## config.mk

```make
export PLATFORM = sky130hd
export DESIGN_NAME = ipv4_tcp_header_parser
export DESIGN_NICKNAME = d
export VERILOG_FILES = /design/src/ithp_pkg.sv /design/src/ithp_parse.sv /design/src/ithp_res_fifo.sv /design/src/ipv4_tcp_header_parser.sv
export SDC_FILE = /design/constraint.sdc
export NUM_CORES = 1
export LEC_CHECK = 0
export ABC_AREA = 1
export BUFFER_PORTS_ARGS = -buffer_cell sky130_fd_sc_hd__buf_4
export CORE_MARGIN = 4
export CORE_UTILIZATION = 50
export DETAILED_ROUTE_END_ITERATION = 8
export PLACE_DENSITY_LB_ADDON = 0.3
export SYNTH_ARGS = -nofsm -noshare
export SYNTH_HDL_FRONTEND = slang
export SYNTH_SLANG_ARGS = --single-unit
```

## constraint.sdc

```tcl
create_clock -name clk -period 12.9 [get_ports clk]
set_clock_uncertainty 0.2 [all_clocks]
set_input_delay 2.58 -clock clk [delete_from_list [all_inputs] [get_ports clk]]
set_output_delay 2.58 -clock clk [all_outputs]
set_load 0.01 [all_outputs]
```

## src/ithp_pkg.sv

```systemverilog
// ----------------------------------------------------------------------------
// IPv4/TCP header parser package
// Shared types, codes and constants for the byte-serial header parser.
// ----------------------------------------------------------------------------
package ithp_pkg;

	typedef enum logic [1:0] {
		KIND_PAYLOAD = 2'd0,
		KIND_ACCEPT  = 2'd1,
		KIND_DROP    = 2'd2
	} kind_t;

	localparam logic [1:0] LINK_LOOPBACK = 2'd0;
	localparam logic [1:0] LINK_ETHERNET = 2'd1;
	localparam logic [1:0] LINK_NONE     = 2'd2;

	localparam logic [4:0] LOOPBACK_HDR_BYTES = 5'd4;
	localparam logic [4:0] ETHERNET_HDR_BYTES = 5'd14;
	localparam logic [5:0] MIN_HDR_BYTES      = 6'd20;
	localparam logic [7:0] TCP_OFFSET_MASK    = 8'hF0;
	localparam logic [7:0] PROTO_TCP          = 8'd6;
	localparam logic [3:0] IP_VERSION_4       = 4'd4;

	typedef struct packed {
		logic [7:0]  data_byte;
		logic        first_byte;
		logic [15:0] packet_length;
		logic        last_byte;
	} frame_item_t;

	typedef struct packed {
		kind_t       kind;
		logic [7:0]  payload_byte;
		logic [31:0] source_address;
		logic [31:0] destination_address;
		logic [15:0] source_port;
		logic [15:0] destination_port;
		logic [7:0]  ip_protocol;
		logic        last_of_run;
	} result_item_t;

	typedef struct packed {
		logic [1:0]   count;
		result_item_t res_a;
		result_item_t res_b;
	} step_out_t;

	function automatic logic [4:0] link_bytes(input logic [1:0] link);
		case (link)
			LINK_LOOPBACK: return LOOPBACK_HDR_BYTES;
			LINK_ETHERNET: return ETHERNET_HDR_BYTES;
			default:       return 5'd0;
		endcase
	endfunction

endpackage

```

## src/ithp_parse.sv

```systemverilog
// ----------------------------------------------------------------------------
// Header parser step
// Holds the per-frame capture state and works out the results of one byte.
// ----------------------------------------------------------------------------
module ithp_parse #(
	parameter int MAX_FRAME_LENGTH = 65535
) (
	input  logic                  clk,
	input  logic                  arst_n,
	input  logic                  cfg_valid,
	input  logic [1:0]            cfg_data,
	input  ithp_pkg::frame_item_t item,
	input  logic                  fire,
	output ithp_pkg::step_out_t   step
);

	localparam logic [15:0] MAX_LEN = 16'(MAX_FRAME_LENGTH);

	logic [1:0]  link_layer_q;
	logic [15:0] byte_offset_q;
	logic [15:0] frame_length_q;
	logic [5:0]  ip_hl_q;
	logic [5:0]  tcp_hl_q;
	logic [7:0]  protocol_q;
	logic [31:0] source_q;
	logic [31:0] destination_q;
	logic [15:0] source_port_q;
	logic [15:0] destination_port_q;
	logic        tcp_mode_q;
	logic        dropped_q;

	logic [15:0] flen_c, off_c, off_n;
	logic [5:0]  ihl_c, ihl_n, thl_c, thl_n;
	logic [7:0]  proto_n;
	logic [31:0] sa_n, da_n;
	logic [15:0] sp_n, dp_n;
	logic        tcp_c, tcp_n, drop_c, drop_n;
	logic [4:0]  l2;
	logic [15:0] l2_w, rel, l4;
	logic [5:0]  ihl_b, thl_b;
	logic [7:0]  masked_b;
	logic        tcp_v, pay;
	logic [16:0] seen, need;
	logic        ok;
	ithp_pkg::result_item_t pay_res, sum_res;

	always_comb begin
		flen_c = item.first_byte ?
			((item.packet_length > MAX_LEN) ? MAX_LEN : item.packet_length) : frame_length_q;
		off_c   = item.first_byte ? 16'd0 : byte_offset_q;
		ihl_c   = item.first_byte ? 6'd0 : ip_hl_q;
		thl_c   = item.first_byte ? 6'd0 : tcp_hl_q;
		tcp_c   = item.first_byte ? 1'b0 : tcp_mode_q;
		drop_c  = item.first_byte ? 1'b0 : dropped_q;
		proto_n = item.first_byte ? 8'd0 : protocol_q;
		sa_n    = item.first_byte ? 32'd0 : source_q;
		da_n    = item.first_byte ? 32'd0 : destination_q;
		sp_n    = item.first_byte ? 16'd0 : source_port_q;
		dp_n    = item.first_byte ? 16'd0 : destination_port_q;
		ihl_n   = ihl_c;
		thl_n   = thl_c;
		tcp_n   = tcp_c;
		drop_n  = drop_c;
		l2      = ithp_pkg::link_bytes(link_layer_q);
		l2_w    = {11'd0, l2};
		rel     = off_c - l2_w;
		l4      = rel - {10'd0, ihl_c};
		ihl_b   = {item.data_byte[3:0], 2'b00};
		masked_b = item.data_byte & ithp_pkg::TCP_OFFSET_MASK;
		thl_b   = {masked_b[7:4], 2'b00};
		tcp_v   = tcp_c;
		pay     = 1'b0;

		if (!drop_c && (off_c < flen_c) && (off_c >= l2_w)) begin
			if (rel == 16'd0) begin
				if ((flen_c < l2_w + {10'd0, ithp_pkg::MIN_HDR_BYTES}) ||
				    (item.data_byte[7:4] != ithp_pkg::IP_VERSION_4) ||
				    (ihl_b < ithp_pkg::MIN_HDR_BYTES) ||
				    (flen_c < l2_w + {10'd0, ihl_b})) begin
					drop_n = 1'b1;
				end else begin
					ihl_n = ihl_b;
				end
			end else if (ihl_c == 6'd0) begin
				drop_n = 1'b1;
			end else if (rel < {10'd0, ihl_c}) begin
				if (rel == 16'd9) begin
					proto_n = item.data_byte;
				end else if (rel >= 16'd12 && rel < 16'd16) begin
					sa_n = {sa_n[23:0], item.data_byte};
				end else if (rel >= 16'd16 && rel < 16'd20) begin
					da_n = {da_n[23:0], item.data_byte};
				end
			end else begin
				if (l4 == 16'd0) begin
					tcp_v = (proto_n == ithp_pkg::PROTO_TCP) &&
						(flen_c >= l2_w + {10'd0, ihl_c} + {10'd0, ithp_pkg::MIN_HDR_BYTES});
				end
				tcp_n = tcp_v;
				if (!tcp_v) begin
					pay = 1'b1;
				end else begin
					if (l4 < 16'd2) begin
						sp_n = {sp_n[7:0], item.data_byte};
					end else if (l4 < 16'd4) begin
						dp_n = {dp_n[7:0], item.data_byte};
					end else if (l4 == 16'd12) begin
						if ((thl_b < ithp_pkg::MIN_HDR_BYTES) ||
						    (flen_c < l2_w + {10'd0, ihl_c} + {10'd0, thl_b})) begin
							drop_n = 1'b1;
						end else begin
							thl_n = thl_b;
						end
					end
					pay = (l4 >= 16'd20) && (l4 >= {10'd0, thl_c});
				end
			end
		end

		off_n = (off_c == 16'hFFFF) ? off_c : off_c + 16'd1;

		seen = {1'b0, off_c} + 17'd1;
		need = {12'd0, l2} + {11'd0, ihl_n};
		if (tcp_n) begin
			need = need + ((thl_n > ithp_pkg::MIN_HDR_BYTES) ?
				{11'd0, thl_n} : {11'd0, ithp_pkg::MIN_HDR_BYTES});
		end
		ok = !drop_n && (ihl_n != 6'd0) && (seen >= need);

		pay_res              = '0;
		pay_res.kind         = ithp_pkg::KIND_PAYLOAD;
		pay_res.payload_byte = item.data_byte;
		pay_res.last_of_run  = !item.last_byte;

		sum_res             = '0;
		sum_res.last_of_run = 1'b1;
		if (ok) begin
			sum_res.kind                = ithp_pkg::KIND_ACCEPT;
			sum_res.source_address      = sa_n;
			sum_res.destination_address = da_n;
			sum_res.source_port         = tcp_n ? sp_n : 16'd0;
			sum_res.destination_port    = tcp_n ? dp_n : 16'd0;
			sum_res.ip_protocol         = proto_n;
		end else begin
			sum_res.kind = ithp_pkg::KIND_DROP;
		end

		step.count = {1'b0, pay} + {1'b0, item.last_byte};
		step.res_a = pay ? pay_res : sum_res;
		step.res_b = sum_res;
	end

	always_ff @(posedge clk or negedge arst_n) begin
		if (!arst_n) begin
			link_layer_q <= ithp_pkg::LINK_ETHERNET;
		end else if (cfg_valid) begin
			link_layer_q <= cfg_data;
		end
	end

	always_ff @(posedge clk or negedge arst_n) begin
		if (!arst_n) begin
			byte_offset_q      <= '0;
			frame_length_q     <= '0;
			ip_hl_q            <= '0;
			tcp_hl_q           <= '0;
			protocol_q         <= '0;
			source_q           <= '0;
			destination_q      <= '0;
			source_port_q      <= '0;
			destination_port_q <= '0;
			tcp_mode_q         <= 1'b0;
			dropped_q          <= 1'b0;
		end else if (fire) begin
			byte_offset_q      <= off_n;
			frame_length_q     <= flen_c;
			ip_hl_q            <= ihl_n;
			tcp_hl_q           <= thl_n;
			protocol_q         <= proto_n;
			source_q           <= sa_n;
			destination_q      <= da_n;
			source_port_q      <= sp_n;
			destination_port_q <= dp_n;
			tcp_mode_q         <= tcp_n;
			dropped_q          <= drop_n | item.last_byte;
		end
	end

	a_last_closes_frame: assert property (@(posedge clk) disable iff (!arst_n)
		fire && item.last_byte |=> dropped_q)
		else $error("Frame still open after its last byte.");

	a_first_restarts_offset: assert property (@(posedge clk) disable iff (!arst_n)
		fire && item.first_byte |=> byte_offset_q == 16'd1)
		else $error("Byte offset did not restart on a first byte.");

	a_pair_order: assert property (@(posedge clk) disable iff (!arst_n)
		fire && step.count == 2'd2 |-> step.res_a.kind == ithp_pkg::KIND_PAYLOAD &&
			step.res_b.kind != ithp_pkg::KIND_PAYLOAD)
		else $error("Two results out of order.");

endmodule

```

## src/ithp_res_fifo.sv

```systemverilog
// ----------------------------------------------------------------------------
// Result queue
// Four-entry queue that takes up to two results a cycle and gives out one while out_stall is low.
// ----------------------------------------------------------------------------
module ithp_res_fifo (
	input  logic                   clk,
	input  logic                   arst_n,
	input  logic [1:0]             push_count,
	input  ithp_pkg::result_item_t item_a,
	input  ithp_pkg::result_item_t item_b,
	output logic                   room_for_two,
	output logic                   out_valid,
	input  logic                   out_stall,
	output ithp_pkg::result_item_t out_item
);

	localparam int DEPTH = 4;
	localparam int PW = $clog2(DEPTH);

	ithp_pkg::result_item_t mem_q [DEPTH];
	logic [PW-1:0] wr_ptr_q, rd_ptr_q;
	logic [PW:0]   count_q;
	logic          pop;

	assign out_valid    = (count_q != '0);
	assign out_item     = mem_q[rd_ptr_q];
	assign pop          = out_valid && !out_stall;
	assign room_for_two = (count_q <= (PW+1)'(DEPTH - 2));

	always_ff @(posedge clk) begin
		if (push_count != 2'd0) begin
			mem_q[wr_ptr_q] <= item_a;
		end
		if (push_count == 2'd2) begin
			mem_q[wr_ptr_q + PW'(1)] <= item_b;
		end
	end

	always_ff @(posedge clk or negedge arst_n) begin
		if (!arst_n) begin
			wr_ptr_q <= '0;
			rd_ptr_q <= '0;
			count_q  <= '0;
		end else begin
			wr_ptr_q <= wr_ptr_q + PW'(push_count);
			rd_ptr_q <= rd_ptr_q + PW'(pop);
			count_q  <= count_q + (PW+1)'(push_count) - (PW+1)'(pop);
		end
	end

	a_no_overflow: assert property (@(posedge clk) disable iff (!arst_n)
		push_count != 2'd0 |-> count_q <= (PW+1)'(DEPTH - 2))
		else $error("Result queue written without room.");

endmodule

```

## src/ipv4_tcp_header_parser.sv

```systemverilog
// ----------------------------------------------------------------------------
// IPv4/TCP header parser
// Byte-serial frame parser that emits payload bytes and a frame summary.
// ----------------------------------------------------------------------------
// Frame bytes arrive on the frame channel (frame_valid, frame_stall,
// frame_item), one request per byte; first_byte opens a frame and carries its
// declared length, last_byte closes it. Results leave on the result channel
// (result_valid, result_stall, result_item): a payload byte for each byte
// past the IP header and, for TCP, the TCP header, and an accept or drop
// summary on the last byte. The link type register is written through
// cfg_valid, cfg_ready and cfg_data and is always ready.
// A byte accepted into an input register is parsed there; its results enter
// a four-entry result queue once the queue has room for two of them, and the
// receiver takes them from the head of the queue.
// One byte is accepted per cycle while frame_stall is low; a last byte that is
// also payload gives two results, the payload byte and then the summary.
// Reset clears all frame state, empties the queue and sets the link type to
// Ethernet. When the receiver stalls, the queue fills and frame_stall rises
// once fewer than two entries are free and a byte is held.
// ----------------------------------------------------------------------------
module ipv4_tcp_header_parser #(
	parameter int MAX_FRAME_LENGTH = 65535
) (
	input  logic                   clk,
	input  logic                   arst_n,
	input  logic                   cfg_valid,
	output logic                   cfg_ready,
	input  logic [1:0]             cfg_data,
	input  logic                   frame_valid,
	output logic                   frame_stall,
	input  ithp_pkg::frame_item_t  frame_item,
	output logic                   result_valid,
	input  logic                   result_stall,
	output ithp_pkg::result_item_t result_item
);

	ithp_pkg::frame_item_t item_s1;
	logic                  valid_s1;
	logic                  room_for_two;
	logic                  fire;
	logic                  take;
	ithp_pkg::step_out_t   step;

	assign cfg_ready   = 1'b1;
	assign fire        = valid_s1 && room_for_two;
	assign frame_stall = valid_s1 && !room_for_two;
	assign take        = frame_valid && !frame_stall;

	always_ff @(posedge clk or negedge arst_n) begin
		if (!arst_n) begin
			valid_s1 <= 1'b0;
		end else if (take) begin
			valid_s1 <= 1'b1;
		end else if (fire) begin
			valid_s1 <= 1'b0;
		end
	end

	always_ff @(posedge clk) begin
		if (take) begin
			item_s1 <= frame_item;
		end
	end

	ithp_parse #(
		.MAX_FRAME_LENGTH(MAX_FRAME_LENGTH)
	) u_parse (
		.clk      (clk),
		.arst_n   (arst_n),
		.cfg_valid(cfg_valid && cfg_ready),
		.cfg_data (cfg_data),
		.item     (item_s1),
		.fire     (fire),
		.step     (step)
	);

	ithp_res_fifo u_fifo (
		.clk         (clk),
		.arst_n      (arst_n),
		.push_count  (fire ? step.count : 2'd0),
		.item_a      (step.res_a),
		.item_b      (step.res_b),
		.room_for_two(room_for_two),
		.out_valid   (result_valid),
		.out_stall   (result_stall),
		.out_item    (result_item)
	);

	a_stall_holds_item: assert property (@(posedge clk) disable iff (!arst_n)
		valid_s1 && !fire |=> valid_s1 && $stable(item_s1))
		else $error("Held byte lost while waiting for the result queue.");

	a_take_loads_stage: assert property (@(posedge clk) disable iff (!arst_n)
		take |=> valid_s1)
		else $error("Accepted byte did not reach the input register.");

endmodule
```

======== Yosys cells after proc, flatten, opt, wreduce, memory -nomap -nowiden ========
Memory sizes are Yosys's and may differ from the RTL's.
Cells that the tools add are included.
word-level totals
  register bits after elaboration ......... 186
  memory bits (writable) .................. 460
  input bits .............................. 33
  logic and storage cells ................. 192
  memories ................................ 1
memories
  memory        words  bits a word  read ports  clocked after memory_dff  wr ports  RTL line             RTL
  u_fifo.mem_q  4      115          1           0                         2         ithp_res_fifo.sv:20  ithp_pkg::result_item_t mem_q [DEPTH];
operators by class
  $add $sub $neg .......................... 17
  magnitude comparators ................... 21
  equality and inequality tests ........... 7
  multiplexer cells ....................... 95
  bitwise gates (word level) .............. 1
  reduce and logical (&&, ||, !) cells .... 30
operator list
  kind                   count
  $mux 32                15
  $mux 16                21
  $mux 115               1
  $mux 104               1
  $mux 6                 15
  $lt 16x16->1           4
  $mux 8                 6
  $eq 16x4->1 const B    2
  $ge 16x5->1 const B    2
  $logic_not 16->1       2
  $lt 16x5->1 const B    2
  $mux 1                 32
  $add 4x6->7            3
  $add 16x1->17 const B  1
  $add 17x17->17         1
  $ge 17x17->1           1
  $mux 17                1
  $add 16x1->16 const B  1
  $add 16x5->16 const B  1
  $add 16x6->16          1
  $eq 16x16->1 const B   1
  $ge 16x16->1           1
  $ge 16x4->1            1
  $ge 16x4->1 const B    1
  32 further kinds       54

======== Longest topological paths before layout ========
Gate-level depths: netlist of the first run.
  depth in word-level cells ............... 24
  depth in mapped cells ................... 58

======== Modules after synthesis ========
Synthesis of the first run repeated with hierarchy kept, for this count alone.
second synthesis, totals
  cells, all modules ...................... 4,473
  area total of the unflattened synthesis .. 36,518.8 um^2
modules (own cells, without submodules)
  module                  instances  cells an instance  area an instance (um^2)
  ithp_res_fifo           1          2,424              22,546.6
  ithp_parse              1          2,008              13,107.6
  ipv4_tcp_header_parser  1          41                 864.6

======== Worst setup path after synthesis of the first run ========
No wires, ideal clock.
  kind .................................... register to register
  start ................................... register item_s1[17] (netlist bit)
  end ..................................... memory u_fifo.mem_q[0][94] (netlist bit), data pin
  setup time .............................. 157 ps
  arrival time ............................ 8,955 ps
  data required time ...................... 12,543 ps
  setup slack ............................. 3,589 ps
  cell stages (with the launch flop) ...... 43
  buffers on the path ..................... 7
  cell sequence ........................... edfxtp_1 -> buf_4 -> buf_2 -> buf_2 -> buf_2 -> clkbuf_1 -> nor2_1 -> inv_1 -> ha_1 -> fa_1 -> inv_1 -> xor2_1 -> inv_1 -> ha_1 -> nand3_1 -> nand2_1 -> inv_1 -> nand2_1 -> [... 7 more ...] -> nand4_1 -> nand2_2 -> clkinv_1 -> ha_1 -> inv_1 -> nor2_1 -> inv_1 -> nand2_1 -> inv_1 -> nor3_1 -> nand2_1 -> nor2_1 -> clkinv_1 -> nand2_1 -> o21ai_2 -> buf_4 -> buf_2 -> nor3_1
RTL lines
  what                    RTL line                      RTL
  from (decl)             ipv4_tcp_header_parser.sv:37  ithp_pkg::frame_item_t item_s1;
  from (signal assigned)  ipv4_tcp_header_parser.sv:61  item_s1 <= frame_item;
  to (decl)               ithp_res_fifo.sv:20

==> results of run 1 <==
power breakdown:
group | total, mW | switching (mW) | internal [mW] | leakage, nW
combinational | 2.59 | 1.77 | 0.819 | 5.88
sequential | 2.62 | 0.154 | 2.47 | 6.52
clock | 2.04 | 0.840 | 1.20 | 1.15
sequential cells by signal, summed over array words and instances (netlist names), 2 cells and up:
signal,count
u_fifo.mem_q,460
u_parse.destination_q,32
u_parse.source_q,32
item_s1,26
u_parse.byte_offset_q,16
u_parse.destination_port_q,16
u_parse.frame_length_q,16
u_parse.source_port_q,16
u_parse.protocol_q,8
u_parse.ip_hl_q,6
u_parse.tcp_hl_q,6
u_fifo.count_q,3
u_fifo.rd_ptr_q,2
u_fifo.wr_ptr_q,2
u_parse.link_layer_q,2
worst max-delay path: cells and delay by family, from the launching register on:
kind | cells | cell delay (ns)
compound gates | 8 | 1.39
fa+ha+maj | 4 | 1.13
flops | 1 | 0.37
simple gates | 27 | 4.66
xor+xnor | 2 | 0.50
buf+inv | 7 | 1.67
final timing paths:
kind	from	end	slack (ns)
worst max register to register	item_s1[17]	u_fifo.mem_q[0][77]	2.38
max in group asynchronous	arst_n	u_parse.destination_q[29]	9.50
worst min register to register	u_fifo.mem_q[2][111]	u_fifo.mem_q[2][111]	0.27
worst min-delay path	u_fifo.mem_q[2][111]	u_fifo.mem_q[2][111]	0.27
min in group asynchronous	arst_n	valid_s1	1.81
worst max-delay path	item_s1[17]	u_fifo.mem_q[0][77]	2.38
metrics by stage:
step | utilization [%] | instances | area, um2 | total power [mW] | hold slack [ns]
2_1_floorplan | - | 3574 | 34100 | 4.13 | 0.248
3_3_place_gp | 52.5 | 4384 | 35400 | 5.23 | 0.259
3_5_place_dp | 52.5 | 4384 | 35400 | 5.26 | 0.266
4_1_cts | 56.0 | 4514 | 37700 | 7.29 | 0.279
5_1_grt | 56.0 | 4514 | 37700 | 7.63 | 0.302
6_report | 56.0 | 4514 | 37700 | 7.25 | 0.275
cell families (layout without fill, tap and decap cells):
group | after synthesis | count (layout)
AO/OA/AOI/OAI | 763 | 763
XOR/XNOR | 38 | 38
adder cells (fa/ha/maj) | 91 | 91
buffers and inverters | 539 | 606
flip-flops | 646 | 646
multiplexers | 1 | 1
other | 1 | 1
AND/OR/NAND/NOR | 1495 | 1495
placed cells by master (no fill, tap or decap), types with 9 or more instances in the layout:
cell type	n
xnor2_1	9
inv_1	269
xor2_1	29
o21a_1	13
buf_4	182
dfxtp_1	36
inv_2	11
a21oi_1	42
clkinv_1	13
clkbuf_1	14
nand3_1	123
nand2_1	501
nand4_1	27
ha_1	85
o21ai_1	14
nor3_2	238
clkbuf_16	74
clkinv_2	16
or2_2	14
nor2_1	342
dfrtp_1	157
o22ai_1	116
nand2_2	13
nand2_4	10
o21ai_0	543
edfxtp_1	450
nor3_1	200
area by class of cell:
type	instances	area (um2)	area share (%)
sequential	646	18200	48.4
multi-input combinational	2389	13500	35.8
clock buffer	97	2010	5.34
timing repair buffer	187	1460	3.87
inverter	289	1100	2.91
tap	873	1090	2.90
clock inverter	33	305	0.810
routing by layer:
layer	part of all wire, %	up-vias	global-route usage (%)
met3	7.4	148	3.44
met4	2.3	0	7.15
met2	48	1031	41.9
met1	42	12700	35.4
li1	-	12400	-
met5	0	-	0
cell usage after synthesis, types with 6 or more instances:
library cell	number	area, um2
nand2_4	6	67.6
clkbuf_1	151	567
o22ai_1	116	726
buf_4	6	45.0
buf_2	42	210
buf_1	8	30.0
dfxtp_1	36	721
ha_1	85	1060
nand3_1	124	621
or2_2	14	87.6
o21ai_0	543	2720
o21ai_1	14	70.1
nand2_1	505	1900
xnor2_1	9	78.8
inv_1	272	1020
nor3_1	200	1000
a21oi_1	42	210
nand4_1	27	169
o21a_1	13	97.6
inv_2	12	45.0
xor2_1	29	254
nor2_1	344	1290
buf_6	43	484
dfrtp_1	159	3980
o211ai_1	7	52.6
nand2_2	13	81.3
nor3_2	238	2380
nor4_1	6	37.5
o21ai_2	6	52.6
edfxtp_1	450	13500
fa_1	6	120
==> impl_metrics.env, run 1 <==
export IMPL_outcome="completed"
export IMPL_drive_above_1_share_pct=16.8
export IMPL_die_y_um=269
export IMPL_synth_seq_cells=646
export IMPL_antenna_found_initial=4
export IMPL_yosys_area_share_adder_pct=3.47
export IMPL_dieArea_um2=72400
export IMPL_holdPathStages=2
export IMPL_cts_tree="yes"
export IMPL_async_flop_share_pct=24.8
export IMPL_drt_iter0_drc=2685
export IMPL_start_kind="flip-flop"
export IMPL_hpwl_mm=53.8
export IMPL_finalSetupViolations=0
export IMPL_place_congestion=0.944
export IMPL_critical_path_max_fanout=193
export IMPL_grt_overflow_total=0
export IMPL_crit_slowest_cell="buf_12"
export IMPL_num_io_pins=151
export IMPL_via_per_inst=5.83
export IMPL_num_rows=95
export IMPL_diodes=0
export IMPL_synth_simple_area_share_pct=22.8
export IMPL_drt_wl_total_mm=92.6
export IMPL_numCtsBuffers=71
export IMPL_powerDensity_nw_per_um2=192
export IMPL_cts_resized=0
export IMPL_synth_compound_area_share_pct=12.0
export IMPL_layout_setup_ws_ns=2.38
export IMPL_synth_edff_count=450
export IMPL_syn_to_final_growth_pct=10.7
export IMPL_synth_top_family_by_area="simple AND/OR/NAND/NOR gates"
export IMPL_synth_cells=3574
export IMPL_firstDrtPassIters=6
export IMPL_syn_cell_area_um2=34100
export IMPL_start_util_pct=50.6
export IMPL_die_x_um=269
export IMPL_hold_violations=0
export IMPL_setup_tns_final_ns=0
export IMPL_synth_avg_cell_area_um2=9.53
export IMPL_grt_use_total_pct=25.3
export IMPL_tightest_slew_ns=1.21
export IMPL_worstPathArrival_ns=10.63
export IMPL_period_share_pct=81.5
export IMPL_slowest_delay_ns=0.74
export IMPL_ir_drop_mv=0.169
export IMPL_reg2reg_depth=48
export IMPL_post_cts_buffers=0
export IMPL_synth_distinct_cells=55
export IMPL_hold_class="flip-flop to flip-flop"
export IMPL_rsz0062_at_grt="false"
export IMPL_syn_num_nets=3698
export IMPL_fin_crit_ns=10.52
export IMPL_cts_buffer_depth=3
export IMPL_worstPathRequired_ns=13.01
export IMPL_core_um2=67400
export IMPL_ys_seq_area_share_pct=53.5
export IMPL_clkLatencyLatePin_ns=0.61
export IMPL_ant_nets=0
export IMPL_grt_pass1_vias=25100
export IMPL_grt_max_degree=194
export IMPL_finalNetCount=3708
export IMPL_num_vias=26300
export IMPL_crit_type="flip-flop to flip-flop"
export IMPL_endpoint_kind="flip-flop"
export IMPL_fmax_mhz=95.1
export IMPL_synth_flop_cell="edfxtp_1"
export IMPL_cts_clk_slew_worst_paths_ns=0.06
export IMPL_cp_common_cell="nand2_1"
export IMPL_fillerInstances=5867
export IMPL_routedWlPerCell_um=20.5
export IMPL_pre_cts_slack_ns=2.63
export IMPL_synthXorXnorAreaFrac_pct=0.977
export IMPL_io_buffers=149
export IMPL_root_buffer="clkbuf_16"
export IMPL_relSlewSlack_pct=18.9
export IMPL_maxCapViolCount=0
export IMPL_cts_num_sinks=646
export IMPL_cts_hold_buffers_added=0
export IMPL_remaining_drc_errors=0
export IMPL_grt_first_pass_wirelength_mm=144
export IMPL_synth_warnings=0
export IMPL_muxShareOfSynthArea_pct=0.0294
export IMPL_htreeDepth=3
export IMPL_slew_violations=0
export IMPL_p_leak_nw=13.6
Power figures use the tool's default switching activity.
==> run 2, diff against run 1 <==
clock period = 10.5 ns   (was 12.9 ns; I/O delays follow)
==> run 2 against run 1 <==
  * Non-clock buffer count is 2 higher
  * Die area did not move
  * Sequential cell count is the same
  * Clock-buffer cell count increased by 1
  * Maximum frequency grew 8.9%
  * Critical path depth is 1 lower
  * Sequential share of layout area decreased by 0.22 points
  * Combinational power increased by 23%
  * Routed wire length is 1.0% lower
  * Clock power up 22%
  * Critical path type unchanged
  * Critical endpoint is now u_fifo.mem_q[3][18]
  * Largest cell class unchanged
==> impl_metrics.env, run 2 (same netlist as run 1, synthesis figures left out) <==
export IMPL_hold_violations=0
export IMPL_clockPowerShare_pct=28.0
export IMPL_cts_tree="yes"
export IMPL_crit_slowest_cell="edfxtp_1"
export IMPL_num_io_pins=151
export IMPL_powerDensity_nw_per_um2=234
export IMPL_syn_to_final_growth_pct=11.2
export IMPL_endpoint_kind="flip-flop"
export IMPL_switching_share_pct=38.1
export IMPL_crit_type="flip-flop to flip-flop"
export IMPL_critical_path_max_fanout=116
export IMPL_hpwl_mm=52.1
export IMPL_fillerInstances=5844
export IMPL_post_cts_buffers=0
export IMPL_slowest_delay_ns=0.55
export IMPL_relSlewSlack_pct=11.2
export IMPL_worstPathRequired_ns=10.63
export IMPL_slew_violations=0
export IMPL_dieArea_um2=72400
export IMPL_clkLatencyLatePin_ns=0.62
export IMPL_fmax_mhz=103
export IMPL_endpoint="u_fifo.mem_q[3][18]"
export IMPL_drt_wl_total_mm=91.6
export IMPL_drive_above_1_share_pct=16.7
export IMPL_p_int_mw=5.49
export IMPL_die_y_um=269
export IMPL_grt_max_degree=188
export IMPL_maxCapViolCount=0
export IMPL_die_x_um=269
export IMPL_outcome="completed"
export IMPL_ir_drop_mv=0.197
export IMPL_largest_reg_flops=460
export IMPL_multi_input_area_um2=13500
export IMPL_finalSetupViolations=0
export IMPL_ant_nets=0
export IMPL_reg2reg_from="item_s1[17]"
export IMPL_grt_pass1_vias=25100
export IMPL_drt_iter0_drc=2790
export IMPL_r2r_end="u_fifo.mem_q[3][18]"
export IMPL_start_util_pct=50.6
export IMPL_cp_common_cell="nand2_1"
export IMPL_p_total_mw=8.88
export IMPL_crit_path_start="item_s1[17]"
export IMPL_rsz0062_at_grt="false"
export IMPL_grt_use_total_pct=25.0
export IMPL_antenna_found_initial=0
export IMPL_pwr_share_seq_pct=36.0
export IMPL_r2r_slack_ns=0.84
export IMPL_remaining_drc_errors=0
export IMPL_start_kind="flip-flop"
export IMPL_via_per_inst=5.83
export IMPL_layout_common_cells="o21ai_0 (543), nand2_1 (501), edfxtp_1 (450)"
export IMPL_top_regs="u_fifo.mem_q x460, u_parse.destination_q x32, u_parse.source_q x32"
export IMPL_fin_crit_ns=9.66
export IMPL_htreeDepth=3
export IMPL_finalNetCount=3710
export IMPL_num_rows=95
export IMPL_p_switching_mw=3.38
export IMPL_diodes=0
export IMPL_reg2reg_depth=47
export IMPL_grt_first_pass_wirelength_mm=142
export IMPL_setup_tns_final_ns=0
export IMPL_routedWlPerCell_um=20.3
export IMPL_cts_buffer_depth=3
export IMPL_core_um2=67400
export IMPL_cts_num_sinks=646
export IMPL_io_buffers=149
export IMPL_cts_hold_buffers_added=0
export IMPL_period_share_pct=92.0
export IMPL_register_area_um2=18200
export IMPL_cts_clk_slew_worst_paths_ns=0.06
export IMPL_top_register="u_fifo.mem_q"
export IMPL_p_leak_nw=13.6
export IMPL_place_congestion=0.985
export IMPL_grt_overflow_total=0
export IMPL_layout_commonest_cell="o21ai_0"
export IMPL_pwr_share_comb_pct=36.0
export IMPL_firstDrtPassIters=6
export IMPL_hold_class="flip-flop to flip-flop"
export IMPL_tightest_slew_ns=1.30
export IMPL_root_buffer="clkbuf_16"
export IMPL_worstPathArrival_ns=9.80
export IMPL_numCtsBuffers=70
export IMPL_num_vias=26300
run 2: area by class of cell:
class,instances,area share (%)
clock buffers,98,5.20
inverters,289,2.91
multi-input cells,2390,35.7
flip-flops and latches,646,48.2
repair buffers,189,4.25
well taps,873,2.88
clock inverters,32,0.925
run 2: timing repair:
action / CTS / global route
endpoints found under the hold margin: 0 / 0
endpoints found under the setup margin: 0 / 288
resized for setup: 0 / 2
run 2: critical path, delay by kind of cell, from the launching register on:
kind            cells  cell delay [ns]
xor+xnor            2             0.51
buf+inv             6             1.06
flops               1             0.55
compound gates      7             1.07
simple gates       27             4.47
fa+ha+maj           5             1.33
run 2: worst min-delay path by stage:
stage / startpoint / end / slack (ns) / cells after the start
after floorplan: u_fifo.mem_q[1][105] / u_fifo.mem_q[1][105] / 0.25 / 2
after global placement: u_fifo.mem_q[2][106] / u_fifo.mem_q[2][106] / 0.26 / 2
after detailed placement: u_parse.destination_port_q[8] / u_parse.destination_port_q[8] / 0.27 / 2
after CTS: u_fifo.mem_q[2][112] / u_fifo.mem_q[2][112] / 0.28 / 2
after global routing: u_parse.frame_length_q[2] / u_parse.frame_length_q[2] / 0.30 / 2
final: u_fifo.mem_q[2][112] / u_fifo.mem_q[2][112] / 0.28 / 2
run 2: through the flow:
step	setup WS [ns]	std cells	cell area (um2)	utilization (%)	hold WS (ns)
6_report	0.837	4517	37900	56.2	0.278
3_3_place_gp	1.15	4386	35500	52.7	0.260
5_1_grt	0.0142	4517	37900	56.2	0.301
2_1_floorplan	1.19	3574	34100	-	0.248
4_1_cts	0.806	4516	37900	56.2	0.281
3_5_place_dp	0.894	4386	35500	52.7	0.266
run 2: power by group through the flow:
stage | sequential (mW) | clock (mW) | combinational [mW]
floorplan | 3.16 | 0 | 1.91
global placement | 3.24 | 0 | 3.16
detailed placement | 3.25 | 0 | 3.19
CTS | 3.20 | 2.53 | 3.20
global route | 3.22 | 2.63 | 3.51
finish | 3.20 | 2.48 | 3.19
run 2: layer usage:
metal	part of all wire, %	global-route usage (%)	up-vias	wire (um)
met3	8.2	4.20	148	7540
li1	-	-	12500	-
met4	2.5	7.11	0	2280
met2	48	41.5	1051	43600
met5	0	0	-	0
met1	42	34.3	12700	38200
